==> config.mk <==
export PLATFORM = sky130hd
export DESIGN_NAME = strict_priority_multi_queue
export DESIGN_NICKNAME = d
export VERILOG_FILES = /design/src/hdl/spmq_pkg.sv /design/src/hdl/spmq_ctrl.sv /design/src/hdl/spmq_datapath.sv /design/src/hdl/strict_priority_multi_queue.sv
export SDC_FILE = /design/constraint.sdc
export NUM_CORES = 1
export LEC_CHECK = 0
export BUFFER_PORTS_ARGS = -buffer_cell sky130_fd_sc_hd__buf_4
export CAP_MARGIN = 20
export CORE_MARGIN = 4
export CORE_UTILIZATION = 57
export DETAILED_ROUTE_END_ITERATION = 12
export PLACE_DENSITY = 0.83
export RECOVER_POWER = 50
export SLEW_MARGIN = 20
export SYNTH_ARGS = -nofsm -noshare
export SYNTH_HDL_FRONTEND = slang
export SYNTH_SLANG_ARGS = --single-unit
==> constraint.sdc <==
create_clock -name aclk -period 3.7 [get_ports aclk]
set_input_delay 0.185 -clock aclk [delete_from_list [all_inputs] [get_ports aclk]]
set_output_delay 0.185 -clock aclk [all_outputs]
set_load 0.03 [all_outputs]
==> src/hdl/spmq_pkg.sv <==
package spmq_pkg;

    localparam int QUEUE_DEPTH_DEF = 16;
    localparam int LEVELS_DEF      = 3;

    localparam logic ACT_ENQ = 1'b0;
    localparam logic ACT_DEQ = 1'b1;

    localparam logic [1:0] ST_OK    = 2'd0;
    localparam logic [1:0] ST_FULL  = 2'd1;
    localparam logic [1:0] ST_EMPTY = 2'd2;

    typedef struct packed {
        logic       action;
        logic [1:0] priority_req;
        logic [7:0] item;
    } req_t;

    typedef struct packed {
        logic [7:0] out_item;
        logic [1:0] out_priority;
        logic [1:0] status;
    } rsp_t;

    // Commands from the controller to the datapath
    typedef struct packed {
        logic capture;
        logic exec;
        logic load_out;
    } cmd_t;

    typedef enum logic [2:0] {
        S_IDLE = 3'b001,
        S_EXEC = 3'b010,
        S_FIN  = 3'b100
    } state_t;

endpackage

==> src/hdl/spmq_ctrl.sv <==
module spmq_ctrl import spmq_pkg::*; (
    input  logic aclk,
    input  logic aresetn,
    input  logic s_valid,
    output logic s_ready,
    output logic m_valid,
    input  logic m_ready,
    output cmd_t cmd
);

    state_t state_reg, state_next;
    logic   m_valid_reg, m_valid_next;
    logic   out_free;

    assign out_free     = !m_valid_reg || m_ready;
    assign s_ready      = (state_reg == S_IDLE);
    assign m_valid      = m_valid_reg;
    assign cmd.capture  = s_valid && s_ready;
    assign cmd.exec     = (state_reg == S_EXEC);
    assign cmd.load_out = (state_reg == S_FIN) && out_free;

    always_comb begin
        state_next = state_reg;
        unique case (state_reg)
            S_IDLE: begin
                if (s_valid) begin
                    state_next = S_EXEC;
                end
            end
            S_EXEC: begin
                state_next = S_FIN;
            end
            S_FIN: begin
                // hold until the output register is free
                if (out_free) begin
                    state_next = S_IDLE;
                end
            end
            default: begin
                state_next = S_IDLE;
            end
        endcase
    end

    always_comb begin
        m_valid_next = m_valid_reg;
        if (cmd.load_out) begin
            m_valid_next = 1'b1;
        end else if (m_ready) begin
            m_valid_next = 1'b0;
        end
    end

    always_ff @(posedge aclk) begin
        if (!aresetn) begin
            state_reg   <= S_IDLE;
            m_valid_reg <= 1'b0;
        end else begin
            state_reg   <= state_next;
            m_valid_reg <= m_valid_next;
        end
    end

endmodule

==> src/hdl/spmq_datapath.sv <==
module spmq_datapath import spmq_pkg::*; #(
    parameter int QUEUE_DEPTH = QUEUE_DEPTH_DEF,
    parameter int LEVELS      = LEVELS_DEF
) (
    input  logic aclk,
    input  logic aresetn,
    input  cmd_t cmd,
    input  req_t s_data,
    output rsp_t m_data
);

    localparam int IDXW      = $clog2(QUEUE_DEPTH);
    localparam int CNTW      = $clog2(QUEUE_DEPTH + 1);
    localparam int LVW       = (LEVELS > 1) ? $clog2(LEVELS) : 1;
    localparam int ADDRW     = LVW + IDXW;
    localparam int MEM_DEPTH = LEVELS * (2 ** IDXW);

    req_t            req_reg;
    logic [IDXW-1:0] head_reg [LEVELS];
    logic [IDXW-1:0] tail_reg [LEVELS];
    logic [CNTW-1:0] count_reg [LEVELS];
    logic [7:0]      mem [MEM_DEPTH];
    logic [7:0]      rd_data_reg;
    logic [1:0]      res_status_reg;
    logic [1:0]      res_level_reg;
    logic            res_hit_reg;
    rsp_t            out_reg;

    logic [3:0]      req_ext;
    logic            lvl_ok;
    logic [LVW-1:0]  enq_q;
    logic            enq_full;
    logic [LVW-1:0]  deq_q;
    logic            deq_hit;
    logic            enq_do;
    logic            deq_do;
    logic [1:0]      status_c;
    logic [IDXW-1:0] tail_sel;
    logic [IDXW-1:0] head_sel;

    assign req_ext  = {2'b00, req_reg.priority_req};
    assign lvl_ok   = (req_ext != 4'd0) && (req_ext <= 4'(LEVELS));
    assign enq_q    = LVW'(req_ext - 4'd1);
    assign enq_full = lvl_ok && (count_reg[enq_q] == CNTW'(QUEUE_DEPTH));
    assign tail_sel = tail_reg[enq_q];
    assign head_sel = head_reg[deq_q];

    // level 1 (index 0) wins: scan down so the lowest non-empty index stays
    always_comb begin
        deq_q   = '0;
        deq_hit = 1'b0;
        for (int i = LEVELS - 1; i >= 0; i--) begin
            if (count_reg[i] != '0) begin
                deq_q   = LVW'(i);
                deq_hit = 1'b1;
            end
        end
    end

    assign enq_do = cmd.exec && (req_reg.action == ACT_ENQ) && lvl_ok && !enq_full;
    assign deq_do = cmd.exec && (req_reg.action == ACT_DEQ) && deq_hit;

    always_comb begin
        if (req_reg.action == ACT_ENQ) begin
            status_c = (lvl_ok && !enq_full) ? ST_OK : ST_FULL;
        end else begin
            status_c = deq_hit ? ST_OK : ST_EMPTY;
        end
    end

    function automatic logic [IDXW-1:0] wrap_inc(input logic [IDXW-1:0] idx);
        return (idx == IDXW'(QUEUE_DEPTH - 1)) ? '0 : idx + 1'b1;
    endfunction

    always_ff @(posedge aclk) begin
        if (cmd.capture) begin
            req_reg <= s_data;
        end
    end

    always_ff @(posedge aclk) begin
        if (enq_do) begin
            mem[ADDRW'({enq_q, tail_sel})] <= req_reg.item;
        end
        if (deq_do) begin
            rd_data_reg <= mem[ADDRW'({deq_q, head_sel})];
        end
    end

    always_ff @(posedge aclk) begin
        if (!aresetn) begin
            for (int i = 0; i < LEVELS; i++) begin
                head_reg[i]  <= '0;
                tail_reg[i]  <= '0;
                count_reg[i] <= '0;
            end
        end else begin
            for (int i = 0; i < LEVELS; i++) begin
                if (enq_do && (enq_q == LVW'(i))) begin
                    tail_reg[i]  <= wrap_inc(tail_reg[i]);
                    count_reg[i] <= count_reg[i] + 1'b1;
                end
                if (deq_do && (deq_q == LVW'(i))) begin
                    head_reg[i]  <= wrap_inc(head_reg[i]);
                    count_reg[i] <= count_reg[i] - 1'b1;
                end
            end
        end
    end

    always_ff @(posedge aclk) begin
        if (cmd.exec) begin
            res_status_reg <= status_c;
            res_hit_reg    <= deq_do;
            res_level_reg  <= deq_do ? 2'(int'(deq_q) + 1) : 2'd0;
        end
    end

    always_ff @(posedge aclk) begin
        if (cmd.load_out) begin
            out_reg.out_item     <= res_hit_reg ? rd_data_reg : 8'd0;
            out_reg.out_priority <= res_level_reg;
            out_reg.status       <= res_status_reg;
        end
    end

    assign m_data = out_reg;

endmodule

==> src/hdl/strict_priority_multi_queue.sv <==
// Channel   Ports                       Payload  Role
// request   s_valid s_ready s_data      req_t    enqueue or dequeue command
// result    m_valid m_ready m_data      rsp_t    byte, level served, status
//
// Each request passes through three steps: capture, execute (FIFO push, or pop with
// a registered read of the shared byte memory), then load into the output register.
// A new request is accepted while the previous result still waits on m_ready.
// Reset clears head, tail and fill count of every level; no memory clearing pass.
// A stalled result holds the block in its final step until m_ready is seen.
module strict_priority_multi_queue import spmq_pkg::*; #(
    parameter int QUEUE_DEPTH = QUEUE_DEPTH_DEF,
    parameter int LEVELS      = LEVELS_DEF
) (
    input  logic aclk,
    input  logic aresetn,
    input  logic s_valid,
    output logic s_ready,
    input  req_t s_data,
    output logic m_valid,
    input  logic m_ready,
    output rsp_t m_data
);

    cmd_t cmd;

    spmq_ctrl u_ctrl (
        .aclk    (aclk),
        .aresetn (aresetn),
        .s_valid (s_valid),
        .s_ready (s_ready),
        .m_valid (m_valid),
        .m_ready (m_ready),
        .cmd     (cmd)
    );

    spmq_datapath #(
        .QUEUE_DEPTH (QUEUE_DEPTH),
        .LEVELS      (LEVELS)
    ) u_datapath (
        .aclk    (aclk),
        .aresetn (aresetn),
        .cmd     (cmd),
        .s_data  (s_data),
        .m_data  (m_data)
    );

endmodule

==> metrics.txt, run 1 <==
synth top area cells=edfxtp_1 71%, mux2i_1 2.6%, mux4_2 2.4%; library cells used by synthesis=72; Die X=193 um; Detailed Place HPWL=29600 um; Placer Congestion=0.915; initial core utilization=0.579; Max Fclk=0.282 GHz; Hold WS=0.372 ns; initial drt markers=1601; crit path capture type=register; final hold vios=0; DR pass1 iterations=5; mean post-synth cell area=14.9 um^2; Max Root-Sink Buffers=3; Clock transition at path regs=0.06 ns; gr usage total=0.254; sequential area share after synthesis=0.714; YS warnings=0; htree depth=2; synthesis-to-finish area growth=15.2%; # nets final=1473; Core Rows=67; antenna-violating nets left=0; Seq cells post-synth=463; Clock Latency Late Sink=0.57 ns; count of final setup violators=0; vias in the first global route=12200; status=finished, violations left; ys flop type=edfxtp_1; Area after DPL=20700 um^2; io pins=29; critical-path cell list=inv_1 -> ha_1 -> or4b_4 -> o311ai_4 -> a222oi_1 -> buf_4 -> buf_4 -> o211ai_1 -> buf_4 -> a21oi_1 -> nor4_2 -> nor3b_2 -> a211oi_1; worst path bufs/invs=4; crit-path max cell delay=0.49 ns; EDFF count, synth=459; fraction of layout cells with a size suffix above 1=0.159; unrepaired setup endpoints after global routing=yes; critical path type=register to register; commonest cells after routing, fill and taps aside=459 x edfxtp_1, 94 x nor2_1, 88 x buf_4; input/output buffers=28; clock sink total=463; clock tree root buffer cell=clkbuf_16; minimum clock period after layout=3.55 ns; Design Power=11100 uW; Leakage=0.00757 uW; top cell type's share of synthesized area=0.710; routed via count=12400; Max Transition Viols Final=392; largest net degree at the start of global routing=69; max-cap violations=8; Worst Tran Pin Value=2.72 ns; VDD IR max=324 uV; mapped cell area=19400 um^2; number of diodes=0; Worst Skew=0.0265 ns; remaining global-route overflow=0; initial antenna violation count=0; Final Cycle Share=0.960; CTS tree=done; cell taking the most area after synthesis=edfxtp_1; Syn Inst Count=1304; Req. time, crit path=4.01 ns; critical path's slowest cell=or4b_4; max FFs per register=384; Worst slew margin=-0.817; crit-path max FO=8; type of the most critical hold path=primary input to register; Final Cell Area=22400 um^2; die height=193 um; FILL cells=2171; final WL=47500 um; global-route wire length before repair=71300 um; Num CTS Buffers=45; r2r setup slk=0.15 ns; most common cell after layout, fill and taps aside=edfxtp_1; Via density=6.46; DRC viols=0; Final Util=0.667; most frequent CP cell=buf_4; Core ar.=33500 um^2; PwrDens=495 nW/um^2; Worst Path Arrival=3.86 ns; Die ar.=37100 um^2; failing checks=capacitance limit, slew limit; Async SR Flop Fraction=0; crit path launch type=register; syn_nets=1343; cell family with the largest share of critical-path delay=simple AND/OR/NAND/NOR gates; routed len/inst=24.8 um
-- cells in the mapped netlist (9+ instances only) --
cell type / count
edfxtp_1: 459
mux2i_1: 50
o21ai_1: 12
nand2_1: 81
o22ai_1: 12
and2_1: 15
buf_2: 15
nor3b_1: 12
mux4_2: 21
a21oi_1: 64
o21ai_0: 58
nor2_1: 94
inv_1: 30
nor4_1: 9
and3_1: 32
nand3_1: 79
a211oi_1: 38
nand4_1: 10
xnor2_1: 11
ha_1: 22
clkbuf_1: 37
-- where the power goes --
group / switching (uW) / leakage, uW / total, uW / internal [uW]
registers: 32.4 / 0.00421 / 5860 / 5830
clock network: 1910 / 0.000702 / 4510 / 2600
logic: 473 / 0.00266 / 713 / 240
-- cells by family after synthesis --
| family | count (synthesis) | synth area share |
|---|---|---|
| flip-flops | 463 | 0.714 |
| AND/OR/NAND/NOR | 370 | 0.0963 |
| AO/OA/AOI/OAI | 261 | 0.0897 |
| buffers and inverters | 92 | 0.0224 |
| multiplexers | 79 | 0.0548 |
| adder cells (fa/ha/maj) | 24 | 0.0162 |
| XOR/XNOR | 15 | 0.00676 |
-- area by class of cell --
| cell class | instances | area (um^2) | share of cell area |
|---|---|---|---|
| clock buffers | 53 | 1160 | 0.0517 |
| repair buffers | 145 | 1100 | 0.0493 |
| clock inverters | 26 | 299 | 0.0134 |
| flip-flops and latches | 463 | 13900 | 0.620 |
| inverters | 30 | 113 | 0.00503 |
| well taps | 448 | 561 | 0.0251 |
| multi-input cells | 749 | 5280 | 0.236 |
-- metal layers --
layer	track usage	wire length, um	up-vias
li1	-	-	5346
met2	0.431	23700	769
met5	0	0	-
met4	0.0952	1820	0
met1	0.327	17300	6131
met3	0.0517	4680	126
-- timing repair --
action                     in CTS  in global routing
gates cloned                    0                  0
pin swaps                       0                  2
hold endpoints to repair       15                  0
resized for setup               1                 25
hold buffers                   14                  0
buffers inserted                0                  2
setup endpoints to repair       1                 22
-- path summary, 6_finish.rpt --
check,from,end,cells past startpoint
max,u_datapath.count_reg[2][1]$_DFFE_PP_,u_datapath.rd_data_reg[5]$_DFFE_PP_,13
min reg2reg,u_datapath.res_status_reg[1]$_SDFFCE_PN0N_,u_datapath.m_data[1]$_DFFE_PP_,0
min,s_data[2],u_datapath.req_reg[2]$_DFFE_PP_,2
max reg2reg,u_datapath.count_reg[2][1]$_DFFE_PP_,u_datapath.rd_data_reg[5]$_DFFE_PP_,13
-- metrics by stage --
step           cells  setup WS [ns]  TNS [ns]
2_1_floorplan   1304          0.183         0
3_3_place_gp    1819         0.0826         0
3_5_place_dp    1819        -0.0778   -0.0778
4_1_cts         1912        0.00630         0
5_1_grt         1914        -0.0392   -0.0946
6_report        1914          0.149         0
Power figures use the tool's default switching activity.
==> inputs of run 2 (changes only) <==
Settings changed: BUFFER_PORTS_ARGS -buffer_cell sky130_fd_sc_hd__buf_4 to -buffer_cell sky130_fd_sc_hd__buf_2.
==> run 2 against run 1 <==
Critical path depth decreased by 3. The run still ends with capacitance limit, slew limit left. Sequential cell count unchanged. Largest power group unchanged. Critical endpoint is now u_datapath.rd_data_reg[7]$_DFFE_PP_. First-iteration DRC count increased by 9.2%. Highest routed layer unchanged. Maximum frequency decreased by 2.5%. Non-clock buffer count increased by 4. Count of clock-buffer cells in the layout increased by 4. Clock skew decreased by 0.0084 ns. Wire length increased by 1.6%. Combinational power about the same. Clock power decreased by 4%.
==> metrics.txt, run 2 (synthesis gave the netlist of run 1 again) <==
status=finished, violations left; failing checks=capacitance limit, slew limit; FILL cells=2190 (+0.88%); Worst slew margin=-0.836 (-0.0196); Detailed Place HPWL=29300 um (-0.72%); Core ar.=33500 um^2 (unchanged); Worst Path Arrival=3.92 ns (+0.06 ns); antenna-violating nets left=0 (unchanged); Die ar.=37100 um^2 (unchanged); Max Used Layer=met4; Num CTS Buffers=45 (unchanged); FF+latch area=13900 um^2 (unchanged); commonest cells after routing, fill and taps aside=459 x edfxtp_1, 93 x nor2_1, 91 x buf_4; # nets final=1477 (+0.27%); Final Cycle Share=0.984 (+0.0241); routed len/inst=25.2 um (+1.6%); vias in the first global route=12100 (-0.55%); clock sink total=463 (unchanged); Placer Congestion=0.893 (-2.4%); htree depth=2 (unchanged); Core Rows=67 (unchanged); Multi-input gate area=5270 um^2 (-0.24%); Worst Tran Pin Value=2.75 ns (+0.0294 ns); routed wl met2=23200 um (-2.1%); synthesis-to-finish area growth=14.8%; Max Fclk=0.275 GHz (-2.5%); crit-path max FO=9 (+1); worst reg2reg path depth=10 (-3); PwrDens=490 nW/um^2 (-1.2%); global-route wire length before repair=71900 um (+0.78%); final hold vios=0 (unchanged); Via density=6.50 (+0.48%); Max Root-Sink Buffers=3 (unchanged); DRC viols=0 (unchanged); VDD IR max=357 uV (+10%); number of diodes=0 (unchanged); io pins=29 (unchanged); type of the most critical hold path=primary input to register; DR pass1 iterations=6 (+1); routed via count=12400 (+0.53%); Max Transition Viols Final=392 (unchanged); count of final setup violators=0 (unchanged); minimum clock period after layout=3.64 ns (+0.0893 ns); Hold WS=0.343 ns (-0.0287 ns); met3 routed WL=5740 um (+23%); crit path launch type=register; most common cell after layout, fill and taps aside=edfxtp_1; initial core utilization=0.579 (unchanged); CTS tree=done; crit path capture type=register; fraction of layout cells with a size suffix above 1=0.160 (+0.000573); initial antenna violation count=1 (+1); Clock transition at path regs=0.06 ns (about the same); remaining global-route overflow=0 (unchanged); max-cap violations=8 (unchanged); clock tree root buffer cell=clkbuf_16; Worst Skew=0.0181 ns (-0.00837 ns); Leakage=0.00756 uW (-0.14%); input/output buffers=28 (unchanged); critical path type=register to register; Die X=193 um (unchanged); largest net degree at the start of global routing=69 (unchanged); met1 WL=17200 um (-0.91%); hold depth=2 (unchanged); initial drt markers=1749 (+9.2%); max FFs per register=384 (unchanged); gr usage total=0.258 (+0.00362); die height=193 um (unchanged); Req. time, crit path=3.98 ns (-0.03 ns); Fin Setup TNS=0 ns (unchanged); final WL=48300 um (+1.6%); Clock Latency Late Sink=0.55 ns (-0.02 ns)
==> run 2: power by group <==
| group | internal (uW) | leakage (uW) | switching, uW |
|---|---|---|---|
| Sequential | 5830 | 0.00421 | 32.4 |
| Clock | 2480 | 0.000664 | 1860 |
| Combinational | 238 | 0.00268 | 473 |
| Total | 8540 | 0.00756 | 2370 |
==> run 2: area by class of cell <==
class,instances,area share
multi-input combinational,749,0.236
timing repair buffer,149,0.0502
clock buffer,57,0.0535
clock inverter,19,0.00797
inverter,30,0.00505
sequential,463,0.622
tap,448,0.0251
==> run 2: repair_timing <==
item	in CTS	in global routing
pin swaps	0	5
hold buffers	14	0
resized for setup	8	14
setup endpoints to repair	7	10
endpoints found under the hold margin	14	0
cloned	0	0
buffers inserted	0	6
==> run 2: metrics by stage <==
stage / worst slack, ns / instances / area, um^2 / power (uW) / utilization
floorplan: 0.183 / 1304 / 19400 / 6380 / -
detailed placement: -0.284 / 1819 / 20600 / 6620 / 0.616
finish: 0.0594 / 1915 / 22300 / 10900 / 0.665
global route: -0.0401 / 1915 / 22300 / 11200 / 0.665
CTS: 0.0137 / 1909 / 22200 / 10900 / 0.662
global placement: -0.217 / 1819 / 20600 / 6590 / 0.616
==> run 2: routing by layer <==
layer / vias to the layer above / track usage
met5: - / 0
met4: 0 / 0.100
met3: 152 / 0.0528
met2: 857 / 0.419
met1: 6073 / 0.345
li1: 5356 / -
==> run 2: worst max-delay path: stages, from the launching register on <==
cell	delay (ns)
edfxtp_1	0.46
or4_1	0.62
buf_4	0.20
a311oi_2	0.37
nor2_2	0.22
o211ai_1	0.40
buf_4	0.22
a21oi_1	0.06
nor4_1	0.39
nor3b_2	0.33
a211oi_1	0.08
==> run 2: path summary, 6_finish.rpt <==
check	end	from	slack, ns
max reg2reg	u_datapath.rd_data_reg[7]$_DFFE_PP_	u_datapath.count_reg[0][1]$_SDFFCE_PN0P_	0.06
max	u_datapath.rd_data_reg[7]$_DFFE_PP_	u_datapath.count_reg[0][1]$_SDFFCE_PN0P_	0.06
min	u_datapath.req_reg[7]$_DFFE_PP_	s_data[7]	0.34
min reg2reg	u_datapath.m_data[0]$_DFFE_PP_	u_datapath.res_status_reg[0]$_SDFFCE_PP0N_	0.43
